===== src/rtl/ppfa_pkg.sv =====
// ----------------------------------------------------------------------------
// ppfa_pkg
// Shared types and constants for the per-CPU page free-list allocator.
// ----------------------------------------------------------------------------
`default_nettype none

package ppfa_pkg;

   localparam int ADDR_W     = 32;
   localparam int PAGE_SHIFT = 12;
   localparam int PPN_W      = ADDR_W - PAGE_SHIFT;
   localparam int BASE_W     = PPN_W + 1;
   localparam int CPU_IN_W   = 3;
   localparam int STAT_W     = 2;

   localparam logic [ADDR_W-1:0] WINDOW_LOW_RST  = 32'h8000_0000;
   localparam logic [ADDR_W-1:0] WINDOW_HIGH_RST = 32'h8800_0000;

   typedef enum logic {
      CMD_ALLOC = 1'b0,
      CMD_FREE  = 1'b1
   } cmd_type;

   typedef enum logic [STAT_W-1:0] {
      STAT_OK  = 2'd0,
      STAT_OOM = 2'd1,
      STAT_BAD = 2'd2
   } status_type;

   typedef enum logic {
      CSR_WINDOW_LOW  = 1'b0,
      CSR_WINDOW_HIGH = 1'b1
   } csr_index_type;

   typedef enum logic [1:0] {
      BK_SWEEP = 2'd0,
      BK_IDLE  = 2'd1,
      BK_TABLE = 2'd2,
      BK_POP   = 2'd3
   } back_state_type;

endpackage

`default_nettype wire


===== src/rtl/ppfa_queue.sv =====
// ----------------------------------------------------------------------------
// ppfa_queue
// Two-entry FIFO between the request classifier and the list engine.
// ----------------------------------------------------------------------------
`default_nettype none

module ppfa_queue
   import ppfa_pkg::*;
#(
   parameter int WIDTH = 20
) (
   input  wire logic             clock,
   input  wire logic             reset,
   input  wire logic             push,
   input  wire logic [WIDTH-1:0] wdata,
   output logic                  ready,
   input  wire logic             pop,
   output logic [WIDTH-1:0]      rdata,
   output logic                  valid
);

   logic [WIDTH-1:0] slot_ff [2];
   logic             wr_ptr_ff, wr_ptr_in;
   logic             rd_ptr_ff, rd_ptr_in;
   logic [1:0]       fill_ff, fill_in;

   assign ready = (fill_ff != 2'd2);
   assign valid = (fill_ff != 2'd0);
   assign rdata = slot_ff[rd_ptr_ff];

   always_comb begin
      wr_ptr_in = push ? ~wr_ptr_ff : wr_ptr_ff;
      rd_ptr_in = pop  ? ~rd_ptr_ff : rd_ptr_ff;
      fill_in   = fill_ff + 2'(push) - 2'(pop);
   end

   always_ff @(posedge clock) begin
      if (reset) begin
         wr_ptr_ff <= 1'b0;
         rd_ptr_ff <= 1'b0;
         fill_ff   <= 2'd0;
      end else begin
         wr_ptr_ff <= wr_ptr_in;
         rd_ptr_ff <= rd_ptr_in;
         fill_ff   <= fill_in;
      end
   end

   always_ff @(posedge clock) begin
      if (push) begin
         slot_ff[wr_ptr_ff] <= wdata;
      end
   end

endmodule

`default_nettype wire


===== config.mk =====
export PLATFORM = sky130hd
export DESIGN_NAME = ppfa_queue
export DESIGN_NICKNAME = d
export VERILOG_FILES = /design/src/rtl/ppfa_pkg.sv /design/src/rtl/ppfa_queue.sv
export SDC_FILE = /design/constraint.sdc
export NUM_CORES = 1
export LEC_CHECK = 0
export ABC_AREA = 1
export BUFFER_PORTS_ARGS = -buffer_cell sky130_fd_sc_hd__buf_2
export CELL_PAD_IN_SITES_DETAIL_PLACEMENT = 0
export CELL_PAD_IN_SITES_GLOBAL_PLACEMENT = 1
export CORE_MARGIN = 4
export CORE_UTILIZATION = 46
export CTS_CLUSTER_SIZE = 30
export DETAILED_ROUTE_END_ITERATION = 16
export GPL_TIMING_DRIVEN = 0
export MAX_ROUTING_LAYER = met4
export PLACE_DENSITY_LB_ADDON = 0.1
export SKIP_LAST_GASP = 1
export SLEW_MARGIN = 20
export SYNTH_ARGS = -nofsm -noshare
export SYNTH_HDL_FRONTEND = slang
export SYNTH_SLANG_ARGS = --single-unit

===== constraint.sdc =====
create_clock -name clock -period 3.9 [get_ports clock]
set_clock_uncertainty 0.2 [all_clocks]
set_input_delay 0.39 -clock clock [delete_from_list [all_inputs] [get_ports clock]]
set_output_delay 0.39 -clock clock [all_outputs]
set_load 0.1 [all_outputs]

==> metrics.md <==
| Metric | Value |
|---|---|
| Layout cells sized above 1 | `0.5102` |
| Setup ws final | `1855 ps` |
| 1st-iter DRT viols | `41` |
| Main synth FF type | `edfxtp_1` |
| Critical path class | `register to output pin` |
| Max-cap violations | `0` |
| Count leader, synth | `edfxtp_1` |
| Vias in the first global route | `1,019` |
| FF/Latch Area | `1301 sq um` |
| Top cell type's share of synthesized area | `0.6872` |
| Setup_tns | `0 ps` |
| Core Box Area | `3661 sq um` |
| Period utilisation layout | `0.5242` |
| Slew Viols, Final | `0` |
| WL/cell | `13.97 um` |
| Clk buf depth | `2` |
| Post-synth EDFFs | `40` |
| #FFs+latches synth | `45` |
| Clk_lat worst skew | `290 ps` |
| Io pins | `46` |
| Via density | `4.723` |
| Area grow syn2layout | `23.19%` |
| Max Freq | `489.1 MHz` |
| Worst-path fanout max | `10` |
| Synthesized area | `1748 sq um` |
| RSZ-0062 raised after global routing | `no` |
| Placement Setup Slack | `2101 ps` |
| Post-CTS Setup Bufs | `0` |
| Setup violators final | `0` |
| Yosys warning count | `0` |
| Pre-Repair DR Iteration Count | `4` |
| Hold buffer count at cts | `0` |
| Post-synth cell types | `12` |
| Post-route ant nets | `0` |
| Final net count | `172` |
| Area leader, netlist | `edfxtp_1` |
| Gr usage total | `0.1260` |
| # DRC | `0` |
| Initial antenna violation count | `0` |
| Port bufs | `45` |
| Worst setup EP type | `output pin` |
| Area of the multi-input gates | `396.6 sq um` |
| Hold violation count in the final report | `0` |
| LEAKAGE | `0.9023 nW` |
| Worst-path clk slew | `80 ps` |
| Syn_nets | `119` |
| Cell row count | `22` |
| R2r worst-path depth | `2` |
| Hold Crit Class | `input port to register` |
| WHS Path Cells | `1` |
| Post_cts resized | `0` |
| Required @ worst endpoint | `3310 ps` |
| Sequential share of the synthesized area | `0.7445` |
| Status | `completed` |
| Fill cells | `291` |
| Die X | `69.64 um` |
| Die height | `69.64 um` |
| Initial Util | `0.4774` |
| Root Driver | `clkbuf_8` |
| Largest net degree at the start of global routing | `22` |
| Final GP Congestion | `0.6745` |
| Worst vdd ir | `231.4 uV` |
| Final wirelength | `2724 um` |
| Setup crit start kind | `register` |
| PwrDens | `562.0 nW/um^2` |
| Slew at the pin closest to its max-slew limit | `841.9 ps` |
| Ys async rst share | `0` |
| Mapped Avg Cell Area | `18.79 sq um` |
| Ant. Diodes | `0` |
| Global route overflow | `0` |
| Die ar. | `4850 sq um` |
| Post-synthesis cell count | `93` |
| H-tree levels | `2` |
| CTS tree | `yes` |
| Ranking of synthesized cells by area | `edfxtp_1 (69%), mux2_4 (17%), dfxtp_1 (5.7%)` |
| Top cells by count, synth | `edfxtp_1 (40), mux2_4 (20), inv_1 (8), nand2_1 (6), nor2_1 (6)` |
| Clock buffer count from CTS | `5` |
| First-pass GRT wire length | `4450 um` |
| Arrival time of the worst setup path | `1450 ps` |
| Post-layout min period | `2045 ps` |
| DP HPWL | `1931 um` |
| Util after Layout | `0.5882` |
| Routed via count | `921` |
| Relative slew slack | `0.4381` |
| Clock sink count | `45` |
per-stage QoR:
step           cell area (sq um)  std cells  hold slack [ps]  total power (W)
2_1_floorplan               1748         93            261.2        0.0008435
3_3_place_gp                2033        186            296.1        0.0008855
3_5_place_dp                2047        187            302.5        0.0008937
4_1_cts                     2153        195            73.26         0.001225
5_1_grt                     2153        195            64.98         0.001266
6_report                    2153        195            84.97         0.001210
final cells by class:
cell class	instances	area share
plain buffers	2	0.01046
clock buffers	6	0.03370
clock inverters	2	0.01569
inverters	8	0.01395
multi-input cells	38	0.1842
flip-flops and latches	45	0.6043
well taps	48	0.02789
repair buffers	46	0.1098
power by group:
group	switching (W)	internal [W]	leakage (nW)
sequential	0.00000893	0.000556	0.417
combinational	0.000241	0.0000732	0.432
clock	0.000142	0.000189	0.0528
total	0.000392	0.000818	0.902
sequential cells by signal, indices dropped and copies added (netlist names), named ones only:
register   count
wr_ptr_ff      1
rd_ptr_ff      1
slot_ff       40
fill_ff        2
final timing paths:
kind	slack, ps	end	from
max	1860	rdata[2]	register
min reg2reg	330	rd_ptr_ff$_SDFFE_PP0P_	rd_ptr_ff$_SDFFE_PP0P_
max reg2reg	2290	slot_ff[1][17]$_DFFE_PP_	wr_ptr_ff$_SDFFE_PP0P_
min	80	slot_ff[0][11]$_DFFE_PP_	wdata[11]
worst max-delay path, stage by stage, from the launching register on:
cell and delay (ps):
dfxtp_1 360, buf_6 190, mux2_4 320, buf_2 290
placed cells by master (no fill, tap or decap), types with 2 or more instances in the layout:
cell      netlist  routed
mux2_4         20      20
inv_1           8       8
edfxtp_1       40      40
nand2_1         6       6
buf_2           0      45
clkbuf_8        0       5
buf_6           2       3
ha_1            2       2
dfxtp_1         5       5
nor2_1          6       5
layer usage:
metal  vias to the layer above  wire [um]  global-route usage  share of wire
met4                         0         60             0.07660          0.022
met5                         -          0                   -              0
met1                       441       1041              0.1232           0.38
li1                        441          -                   -              -
met3                         7        162             0.03768          0.059
met2                        32       1459              0.2182           0.54
logic make-up after synthesis:
logic type                 share of synthesized area
and+or+nand+nor                              0.03149
adders and majority gates                    0.01431
muxes                                         0.1718
DFF                                           0.7445
AOI/OAI and AO/OA                           0.002861
xor gates and xnor gates                    0.005012
buffers and inverters                        0.03006
No activity file was read; power rests on OpenSTA's default activity.
