===== src/rtl/ppfa_pkg.sv =====
// ----------------------------------------------------------------------------
// ppfa_pkg
// Shared types and constants for the per-CPU page free-list allocator.
// ----------------------------------------------------------------------------
`default_nettype none

package ppfa_pkg;

   localparam int ADDR_W     = 32;
   localparam int PAGE_SHIFT = 12;
   localparam int PPN_W      = ADDR_W - PAGE_SHIFT;
   localparam int BASE_W     = PPN_W + 1;
   localparam int CPU_IN_W   = 3;
   localparam int STAT_W     = 2;

   localparam logic [ADDR_W-1:0] WINDOW_LOW_RST  = 32'h8000_0000;
   localparam logic [ADDR_W-1:0] WINDOW_HIGH_RST = 32'h8800_0000;

   typedef enum logic {
      CMD_ALLOC = 1'b0,
      CMD_FREE  = 1'b1
   } cmd_type;

   typedef enum logic [STAT_W-1:0] {
      STAT_OK  = 2'd0,
      STAT_OOM = 2'd1,
      STAT_BAD = 2'd2
   } status_type;

   typedef enum logic {
      CSR_WINDOW_LOW  = 1'b0,
      CSR_WINDOW_HIGH = 1'b1
   } csr_index_type;

   typedef enum logic [1:0] {
      BK_SWEEP = 2'd0,
      BK_IDLE  = 2'd1,
      BK_TABLE = 2'd2,
      BK_POP   = 2'd3
   } back_state_type;

endpackage

`default_nettype wire


===== src/rtl/ppfa_front.sv =====
// ----------------------------------------------------------------------------
// ppfa_front
// Request intake: registers one request, reduces the CPU index, checks a
// free address against the window and forms the page index.
// ----------------------------------------------------------------------------
`default_nettype none

module ppfa_front
   import ppfa_pkg::*;
#(
   parameter int NUM_CPUS  = 8,
   parameter int NUM_PAGES = 32768,
   localparam int CPU_W    = (NUM_CPUS > 1) ? $clog2(NUM_CPUS) : 1,
   localparam int PG_W     = (NUM_PAGES > 1) ? $clog2(NUM_PAGES) : 1,
   localparam int ENTRY_W  = 2 + CPU_W + PG_W
) (
   input  wire logic                clock,
   input  wire logic                reset,
   input  wire logic                req_valid,
   output logic                     req_stall,
   input  wire logic                req_cmd,
   input  wire logic [CPU_IN_W-1:0] req_cpu,
   input  wire logic [ADDR_W-1:0]   req_free_addr,
   input  wire logic [ADDR_W-1:0]   window_low,
   input  wire logic [ADDR_W-1:0]   window_high,
   input  wire logic [BASE_W-1:0]   base_ppn,
   input  wire logic                init_done,
   output logic                     q_push,
   output logic [ENTRY_W-1:0]       q_wdata,
   input  wire logic                q_ready
);

   function automatic logic [CPU_W-1:0] cpu_wrap(input logic [CPU_IN_W-1:0] c);
      logic [6:0] r;
      r = 7'(c);
      for (int i = 0; i < 7; i++) begin
         if (r >= 7'(NUM_CPUS)) begin
            r = r - 7'(NUM_CPUS);
         end
      end
      return r[CPU_W-1:0];
   endfunction

   logic              s1_valid_ff, s1_valid_in;
   cmd_type           s1_cmd_ff;
   logic [CPU_W-1:0]  s1_cpu_ff;
   logic [ADDR_W-1:0] s1_addr_ff;
   logic              accept;
   logic              misalign, below, above, too_big, bad;
   logic [BASE_W-1:0] idx_full;

   assign req_stall = !init_done || (s1_valid_ff && !q_ready);
   assign accept    = req_valid && !req_stall;
   assign q_push    = s1_valid_ff && q_ready;

   always_comb begin
      misalign = |s1_addr_ff[PAGE_SHIFT-1:0];
      below    = s1_addr_ff < window_low;
      above    = s1_addr_ff >= window_high;
      idx_full = {1'b0, s1_addr_ff[ADDR_W-1:PAGE_SHIFT]} - base_ppn;
      too_big  = idx_full >= BASE_W'(NUM_PAGES);
      bad      = (s1_cmd_ff == CMD_FREE) && (misalign || below || above || too_big);
      q_wdata  = {s1_cmd_ff, bad, s1_cpu_ff, idx_full[PG_W-1:0]};
   end

   always_comb begin
      if (accept) begin
         s1_valid_in = 1'b1;
      end else if (q_push) begin
         s1_valid_in = 1'b0;
      end else begin
         s1_valid_in = s1_valid_ff;
      end
   end

   always_ff @(posedge clock) begin
      if (reset) begin
         s1_valid_ff <= 1'b0;
      end else begin
         s1_valid_ff <= s1_valid_in;
      end
   end

   always_ff @(posedge clock) begin
      if (accept) begin
         s1_cmd_ff  <= cmd_type'(req_cmd);
         s1_cpu_ff  <= cpu_wrap(req_cpu);
         s1_addr_ff <= req_free_addr;
      end
   end

endmodule

`default_nettype wire


===== config.mk =====
export PLATFORM = sky130hd
export DESIGN_NAME = ppfa_front
export DESIGN_NICKNAME = d
export VERILOG_FILES = /design/src/rtl/ppfa_pkg.sv /design/src/rtl/ppfa_front.sv
export SDC_FILE = /design/constraint.sdc
export NUM_CORES = 1
export LEC_CHECK = 0
export BUFFER_PORTS_ARGS = -buffer_cell sky130_fd_sc_hd__buf_2
export CAP_MARGIN = 15
export CORE_MARGIN = 10
export CORE_UTILIZATION = 45
export CTS_CLUSTER_DIAMETER = 50
export DETAILED_ROUTE_END_ITERATION = 10
export HOLD_SLACK_MARGIN = 0.05
export MAX_ROUTING_LAYER = met4
export PLACE_DENSITY_LB_ADDON = 0.1
export SYNTH_ARGS = -nofsm -noshare
export SYNTH_HDL_FRONTEND = slang
export SYNTH_SLANG_ARGS = --single-unit

===== constraint.sdc =====
create_clock -name clock -period 2.9 [get_ports clock]
set_input_delay 0 -clock clock [delete_from_list [all_inputs] [get_ports clock]]
set_output_delay 0 -clock clock [all_outputs]
set_load 0.05 [all_outputs]

==> flow_summary.toml, run 1 <==
[final_layout]
fin_nets = 864
fin_cells = 761
fillers = 708
syn2layout_area_growth_pct = 44.7
layout-drive-gt1-share_pct = 33.7

[floorplanning]
core-area_um2 = 8300
die_w_um = 113
ios = 148
die_height_um = 113
initial_core_util_pct = 46.9
die_area_um2 = 12800
rows = 33

[pwr]
power_density_nw_per_um2 = 332
power.leakage_nw = 2.87
ir_worst_vdd_uv = 216

[place]
port-buffer-count = 147
dp_hpwl_um = 9600
dp_cells = 698
routabilityCongestion = 0.927

[timing]
period_minus_slack_ns = 2.98
max_freq_mhz = 336
setup_viol = 2
fin_crit_sh_pct = 103
worstMarginPinSlew_ns = 0.744
rsz0062_at_grt = "yes"
slew_violations = 0
hold_ws_ns = 0.343
skew_ns = 0.00907
finalHoldViolCount = 0
maxSlewHeadroom_pct = 50.4
worst_slack_ns = -0.0757

[grt]
grt_pass1_wl_um = 18900
grt_overflow_total = 0
grt_max_degree = 23
grt_usage_pct = 18.2
grt_pass1_vias = 4013
antenna_found_initial = 1

[yosys]
ys_ff_latch = 37
synthCells = 440
synth_ff_type = "edfxtp_1"
synth_edf_count = 36
synth_cell_types = 53
syn_nets = 650
yosysWarnings = 0
avgSynthCellArea_um2 = 8.85
synth_area_um2 = 3890
async_flop_share_pct = 0
ys_seq_area_share_pct = 28.3

[clock_tree]
clock_latency_ns = 0.30
numCtsBuffers = 5
clock_sinks = 37
clockBufferDepth = 2
cts-htree-levels = 2
cts_tree = "yes"
cts_root_buf = "clkbuf_8"
clk_pin_slew_ns = 0.09

[hold_path]
hold_path_class = "input port to output port"

[critical_path]
slowest_delay_ns = 0.43
path_class = "flop to output port"
rrSetupSlack_ns = 1.21
cp_max_fo = 3
critPathLaunchType = "flop"
critPathCaptureType = "output port"
cp_top_family = "compound AO/OA/AOI/OAI gates"
cp_data_required_time_ns = 2.90
cpMaxStageDelayCell = "edfxtp_1"
path_cells = "inv_1 > ha_2 > fa_2 > nand2b_4 > nand2_2 > a31o_1 > a311oi_2 > o21ai_2 > a311oi_2 > a2111oi_4 > a41oi_2 > buf_6"
worst-path-buf-inv = 2
cp.arrival_ns = 2.98
crit_top_cell = "a311oi_2"

[routing]
num_vias = 3881
drt_iter0_drc = 159
drc = 0
routedWlPerCell_um = 15.9
drtAntennaViolNets = 0
drt_first_pass_iters = 4
viasPerCell = 5.10
totalWireLength_um = 12100

[outcome]
status = "finished, violations left"
violations = "setup timing"

[run]
cap_violations = 0
## cell usage after synthesis (2+ instances only)
cell	number	area share, %
inv_1	98	9.5
ha_1	83	27
a21oi_1	41	5.3
edfxtp_1	36	28
nand2_1	22	2.1
nand4_1	17	2.7
nor2_1	16	1.5
o21ai_0	15	1.9
xnor2_1	12	2.7
nand3_1	10	1.3
nand2b_1	8	1.3
a211oi_1	6	1.2
nor3_1	6	0.77
a21o_1	5	0.96
o21ai_1	5	0.64
o21bai_1	5	0.96
o21a_1	4	0.77
a2111oi_0	3	0.68
a311oi_1	3	0.68
nor2b_1	3	0.48
nor4_1	3	0.48
o211ai_1	3	0.58
a211o_1	2	0.45
a31oi_1	2	0.32
buf_4	2	0.39
nor4_2	2	0.64
o211a_1	2	0.51
## kinds of logic (layout without fill, tap and decap cells)
family	after synthesis	after routing	synth area share [%]
buf+inv	102	317	10.2
flops	37	37	28.3
mux	1	1	0.257
xor+xnor	13	13	2.93
simple gates	95	95	13.0
compound gates	108	108	18.1
other cells	0	1	0
fa+ha+maj	84	84	27.2
## power breakdown
| part | switching [mW] | total, mW | internal [mW] |
|---|---|---|---|
| Clock | 0.232 | 0.407 | 0.174 |
| Sequential | 0.0190 | 0.634 | 0.615 |
| Combinational | 0.480 | 0.830 | 0.350 |
| Total | 0.732 | 1.87 | 1.14 |
## per-layer routing
metal	global-route usage, %	routed length, um	vias to the layer above	share of wire [%]
met3	3.70	558	6	4.6
met4	2.96	91	0	0.75
met5	-	0	-	0
met2	31.9	6070	95	50
met1	21.4	5370	1781	44
li1	-	-	1999	-
## registers in the layout, summed over array words and instances, names as in the netlist
| signal | cells |
|---|---|
| s1_valid_ff | 1 |
| s1_cmd_ff | 1 |
| s1_addr_ff | 32 |
| s1_cpu_ff | 3 |
## layout make-up
class	count	area (um2)	share of cell area, %
inverters	98	368	6.53
multi-input cells	301	2600	46.2
clock buffers	5	68.8	1.22
diodes	1	2.50	0.0444
flip-flops and latches	37	1100	19.6
repair buffers	211	1330	23.7
clock inverters	3	25.0	0.444
well taps	105	131	2.33
## worst reg2reg max path, delay by kind of cell, from the launching register on
family                 cells  cell delay, ns
AND/OR/NAND/NOR            2            0.22
flip-flops                 1            0.33
buffers and inverters      2            0.84
## stage by stage
stage / utilization (%) / instance area, um2 / setup WS [ns] / TNS, ns / power [mW]
finish: 67.9 / 5630 / -0.0757 / -0.136 / 1.87
global route: 67.9 / 5630 / -0.200 / -0.392 / 1.98
floorplan: - / 3890 / 0.123 / 0 / 1.13
detailed placement: 58.0 / 4820 / -0.0320 / -0.0320 / 1.36
CTS: 65.4 / 5420 / -0.0516 / -0.0516 / 1.83
global placement: 58.0 / 4820 / 0.00816 / 0 / 1.35
## timing repair
action,4_1_cts,5_1_grt
resized for setup,22,21
hold buffers,38,0
setup buffers,4,13
endpoints found under the setup margin,2,2
endpoints found under the hold margin,37,0
pin swaps,15,23
## cell usage in the layout (no fill, tap or decap), drive strengths merged, types with 8 or more instances in the layout
master / n
buf: 173
inv: 99
ha: 83
a21oi: 42
dlygate4sd3: 38
edfxtp: 36
nand2: 22
o21ai: 20
nand4: 17
nor2: 16
xnor2: 12
nand3: 10
nand2b: 8
## final timing paths
path,start,to,depth (start not counted)
worst max-delay path,s1_addr_ff[12],q_wdata[18],12
worst min-delay path,init_done,req_stall,3
worst max register to register,s1_valid_ff,s1_addr_ff[5],4
worst min register to register,s1_valid_ff,s1_valid_ff,3
(Power assumes the default switching activity.)
==> inputs of run 2 (changes only) <==
--- a/config.mk
+++ b/config.mk
@@ -7,7 +7,6 @@
 export LEC_CHECK = 0
 export BUFFER_PORTS_ARGS = -buffer_cell sky130_fd_sc_hd__buf_2
 export CAP_MARGIN = 15
-export CORE_MARGIN = 10
 export CORE_UTILIZATION = 45
 export CTS_CLUSTER_DIAMETER = 50
 export DETAILED_ROUTE_END_ITERATION = 10
==> run 2 against run 1 <==
Sequential power is essentially flat. The run still ends with setup timing left. Combinational power grew 2.8%. Final area grew 2.5%. Sequential cell count is the same. Critical endpoint unchanged. Utilization grew 1.7 points. Critical path depth shrank 1. Die area shrank 29%. Non-clock buffer count grew 14. Register-to-register slack gained 0.07 ns.
==> flow_summary.toml, run 2 (synthesized netlist as in run 1, its figures left out) <==
[outcome]
status = "finished, violations left"
violations = "setup timing"

[timing]
period_minus_slack_ns = 2.99
fin_crit_sh_pct = 103
setup_viol = 1
finalHoldViolCount = 0
worstMarginPinSlew_ns = 0.655
maxSlewHeadroom_pct = 56.3
skew_ns = 0.0103
rsz0062_at_grt = "yes"
max_freq_mhz = 335
slew_violations = 0
worst_slack_ns = -0.0889

[routing]
totalWireLength_um = 11000
drt_iter0_drc = 112
drc = 0
num_vias = 3929
drt_first_pass_iters = 4
routedWlPerCell_um = 14.2
drtAntennaViolNets = 0
viasPerCell = 5.08

[clock_tree]
numCtsBuffers = 5
clockBufferDepth = 2
cts-htree-levels = 2
clk_pin_slew_ns = 0.10
clock_sinks = 37
cts_root_buf = "clkbuf_8"
cts_tree = "yes"
clock_latency_ns = 0.30

[place]
routabilityCongestion = 0.881
preCtsSetupSlack_ns = 0.0622
dp_hpwl_um = 8240
dp_cells = 696
postPlaceCellArea_um2 = 4800
port-buffer-count = 147

[grt]
antenna_found_initial = 0
grt_max_degree = 24
grt_usage_pct = 24.5
grt_pass1_wl_um = 16600
grt_pass1_vias = 3796
grt_overflow_total = 0

[final_layout]
stdcell_area_um2 = 5770
final_common_cell = "buf_2"
multi_input_area_um2 = 2640
diodes = 0
fillers = 672
reg_top3 = "s1_addr_ff (32), s1_cpu_ff (3)"
layout-drive-gt1-share_pct = 35.6
fin_cells = 774
top_register = "s1_addr_ff"
syn2layout_area_growth_pct = 48.3
final_cell_mix = "buf_2, inv_1, ha_1"
fin_nets = 878
largest_register_ffs = 32
regArea_um2 = 1100

[critical_path]
slowest_delay_ns = 0.45
path_class = "flop to output port"
path_cells = "ha_4 > nor2_1 > a211oi_2 > o41ai_2 > buf_4 > o211a_1 > o211ai_1 > a21oi_1 > a311oi_2 > a41oi_2 > buf_6"
cpMaxStageDelayCell = "edfxtp_1"
cp_max_fo = 4
cp_data_required_time_ns = 2.90
cp.arrival_ns = 2.99
critPathCaptureType = "output port"
critPathLaunchType = "flop"

[pwr]
power.leakage_nw = 2.94
total_power_mw = 1.89
power_density_nw_per_um2 = 327
ir_worst_vdd_uv = 197

[floorplanning]
die_w_um = 95.0
die_area_um2 = 9030
rows = 33
die_height_um = 95.0
ios = 148
core-area_um2 = 8300
initial_core_util_pct = 46.9

[hold_path]
hold_path_class = "input port to output port"

[run]
cap_violations = 0
## run 2: power breakdown
group	total (mW)	internal (mW)	switching, mW	leakage [nW]
Combinational	0.853	0.370	0.483	2.56
Sequential	0.636	0.615	0.0207	0.345
Clock	0.399	0.171	0.228	0.0445
## run 2: worst max-delay path: cells and delay by family, from the launching register on
kind,cells,cell delay [ns]
AOI/OAI and AO/OA,7,1.51
DFF,1,0.45
buffers and inverters,2,0.34
adders and majority gates,1,0.32
and+or+nand+nor,1,0.05
## run 2: final timing paths
kind / to / depth (start not counted) / slack [ns] / from
max: q_wdata[18] / 11 / -0.09 / s1_addr_ff[14]
max reg2reg: s1_addr_ff[8] / 4 / 1.28 / s1_valid_ff
min reg2reg: s1_valid_ff / 3 / 1.11 / s1_valid_ff
min: req_stall / 3 / 0.34 / init_done
## run 2: layer usage
metal	vias to the layer above	part of all wire, %	GRT usage [%]
met5	-	0	-
met3	10	4.5	2.74
met4	0	1.3	6.06
met2	117	50	43.2
met1	1775	44	29.5
li1	2027	-	-
## run 2: cell type report
| cell class | count | area share, % |
|---|---|---|
| Tap cell | 105 | 2.28 |
| Clock buffer | 5 | 1.19 |
| Multi-Input combinational cell | 301 | 45.8 |
| Inverter | 98 | 6.37 |
| Clock inverter | 3 | 0.369 |
| Sequential cell | 37 | 19.1 |
| Timing Repair Buffer | 225 | 24.9 |
## run 2: timing repair
action	CTS	global route
hold buffers	38	0
setup endpoints to repair	2	2
pin swaps	7	30
setup buffers	8	24
hold endpoints to repair	37	0
gates resized for setup	19	30
## run 2: through the flow
stage | setup TNS (ns) | hold slack [ns] | util (%)
2_1_floorplan | 0 | 0.0691 | -
3_3_place_gp | 0 | 0.154 | 57.9
3_5_place_dp | 0 | 0.166 | 57.9
4_1_cts | -0.0204 | 0.330 | 65.6
5_1_grt | -0.300 | 0.356 | 69.5
6_report | -0.0889 | 0.337 | 69.5
==> inputs of run 3 (changes only) <==
--- a/config.mk
+++ b/config.mk
@@ -7,7 +7,7 @@
 export LEC_CHECK = 0
 export BUFFER_PORTS_ARGS = -buffer_cell sky130_fd_sc_hd__buf_2
 export CAP_MARGIN = 15
-export CORE_UTILIZATION = 45
+export CORE_UTILIZATION = 51
 export CTS_CLUSTER_DIAMETER = 50
 export DETAILED_ROUTE_END_ITERATION = 10
 export HOLD_SLACK_MARGIN = 0.05
==> run 3 against run 2 <==
The flow now finishes without violations. Sequential power barely moved. Hold slack got worse by 0.24 ns. Final cell count fell by 3.6%. Non-clock buffer count fell by 22. Highest routed layer unchanged. Clock power rose by 35%. Die area fell by 12%. Critical endpoint unchanged.
==> flow_summary.toml, run 3 (synthesized netlist as in run 1, its figures left out) <==
[final_layout]
diodes = 0
syn2layout_area_growth_pct = 44.6
fillers = 518
largest_register_ffs = 32
stdcell_area_um2 = 5630
multi_input_area_um2 = 2640
fin_nets = 856
layout-drive-gt1-share_pct = 32.6
regArea_um2 = 1100
final_cell_mix = "buf_2, inv_1, ha_1"
utilization_pct = 76.8
top_register = "s1_addr_ff"
reg_top3 = "s1_addr_ff (32), s1_cpu_ff (3)"
final_common_cell = "buf_2"

[timing]
maxSlewHeadroom_pct = 61.8
fin_tns_setup_ns = 0
setup_viol = 0
skew_ns = 0.00432
max_freq_mhz = 349
finalHoldViolCount = 0
slew_violations = 0
period_minus_slack_ns = 2.87
fin_crit_sh_pct = 98.9
rsz0062_at_grt = "yes"
worstMarginPinSlew_ns = 0.567
worst_slack_ns = 0.0323

[routing]
viasPerCell = 5.23
routedWlPerCell_um = 14.6
num_vias = 3903
drt_iter0_drc = 187
drtAntennaViolNets = 0
totalWireLength_um = 10900
drc = 0
drt_first_pass_iters = 4

[critical_path]
r2r_cells = 4
rrSetupSlack_ns = 1.48
path_cells = "ha_4 > nand2_1 > a211oi_2 > o41ai_4 > o211a_1 > o211a_1 > a311oi_2 > a311oi_2 > a41oi_2 > buf_6"
path_class = "flop to output port"
critPathCaptureType = "output port"
regToRegEndpoint = "s1_addr_ff[22]"
cp.arrival_ns = 2.87
crit_start = "s1_addr_ff[16]"
cpMaxStageDelayCell = "edfxtp_1"
cp_max_fo = 5
r2r-start = "s1_valid_ff"
critPathLaunchType = "flop"
cp_data_required_time_ns = 2.90
slowest_delay_ns = 0.49
critical_path.endpoint = "q_wdata[18]"

[place]
dp_hpwl_um = 8150
preCtsSetupSlack_ns = 0.0153
postPlaceCellArea_um2 = 4770
port-buffer-count = 147
routabilityCongestion = 1.01

[clock_tree]
clock_latency_ns = 0.29
clock_sinks = 37
cts-htree-levels = 2
numCtsBuffers = 5
cts_root_buf = "clkbuf_8"
clk_pin_slew_ns = 0.08
cts_tree = "yes"
clockBufferDepth = 2

[hold_path]
hold_path_class = "input port to flop"

[floorplanning]
die_height_um = 89.4
die_area_um2 = 7990
die_w_um = 89.4
initial_core_util_pct = 53.1
ios = 148
rows = 31
core-area_um2 = 7330

[pwr]
total_power_mw = 2.00
power.leakage_nw = 2.86
power_density_nw_per_um2 = 355
ir_worst_vdd_uv = 291

[outcome]
status = "complete, no violations"

[run]
cap_violations = 0

[grt]
grt_overflow_total = 0
grt_pass1_vias = 3803
grt_max_degree = 36
grt_pass1_wl_um = 16600
antenna_found_initial = 0
grt_usage_pct = 28.0
run 3: changes by cell type in the layout (fill, tap and decap cells not counted), sizes merged:
cell      delta
buf         -22
bufinv       +2
clkinvlp     -1
inv          -1
run 3: through the flow:
step                      hold WS, ns  cells
after floorplan                0.0691    440
after global placement          0.154    689
after detailed placement        0.164    689
after CTS                      0.0720    739
after global routing            0.117    746
final                          0.0979    746
run 3: power by group:
part           switching (mW)  internal, mW
registers              0.0216         0.615
clock network           0.196         0.342
logic                   0.475         0.351
total                   0.692          1.31
run 3: critical path, delay by kind of cell (launching register included):
family | cells | cell delay (ns)
AOI/OAI and AO/OA | 7 | 1.46
DFF | 1 | 0.49
adders and majority gates | 1 | 0.34
buffers and inverters | 1 | 0.18
and+or+nand+nor | 1 | 0.10
run 3: how the worst min path moves through the flow:
stage | endpoint | slack, ns | from | cells after the start
4_1_cts | s1_cpu_ff[2] | 0.07 | req_valid | 3
5_1_grt | s1_cpu_ff[2] | 0.12 | req_valid | 3
3_5_place_dp | s1_valid_ff | 0.16 | reset | 2
6_report | s1_cpu_ff[2] | 0.1 | req_valid | 3
2_1_floorplan | s1_valid_ff | 0.07 | reset | 1
3_3_place_gp | s1_valid_ff | 0.15 | reset | 2
run 3: per-layer routing:
| metal | up-vias | global-route usage, % | routed length (um) |
|---|---|---|---|
| met3 | 16 | 3.32 | 633 |
| met5 | - | - | 0 |
| li1 | 1986 | - | - |
| met4 | 0 | 7.50 | 169 |
| met1 | 1731 | 35.1 | 4860 |
| met2 | 170 | 47.8 | 5240 |
run 3: final cells by class:
class | instances | area share, %
clock inverter | 3 | 1.16
timing repair buffer | 203 | 22.4
tap | 99 | 2.20
clock buffer | 5 | 1.22
inverter | 98 | 6.54
multi-input combinational | 301 | 46.9
sequential | 37 | 19.6
run 3: timing repair:
action	in CTS	in global routing
endpoints found under the hold margin	37	0
hold buffers	38	0
setup buffers	4	7
pin swaps	13	20
setup endpoints to repair	2	2
resized for setup	17	31
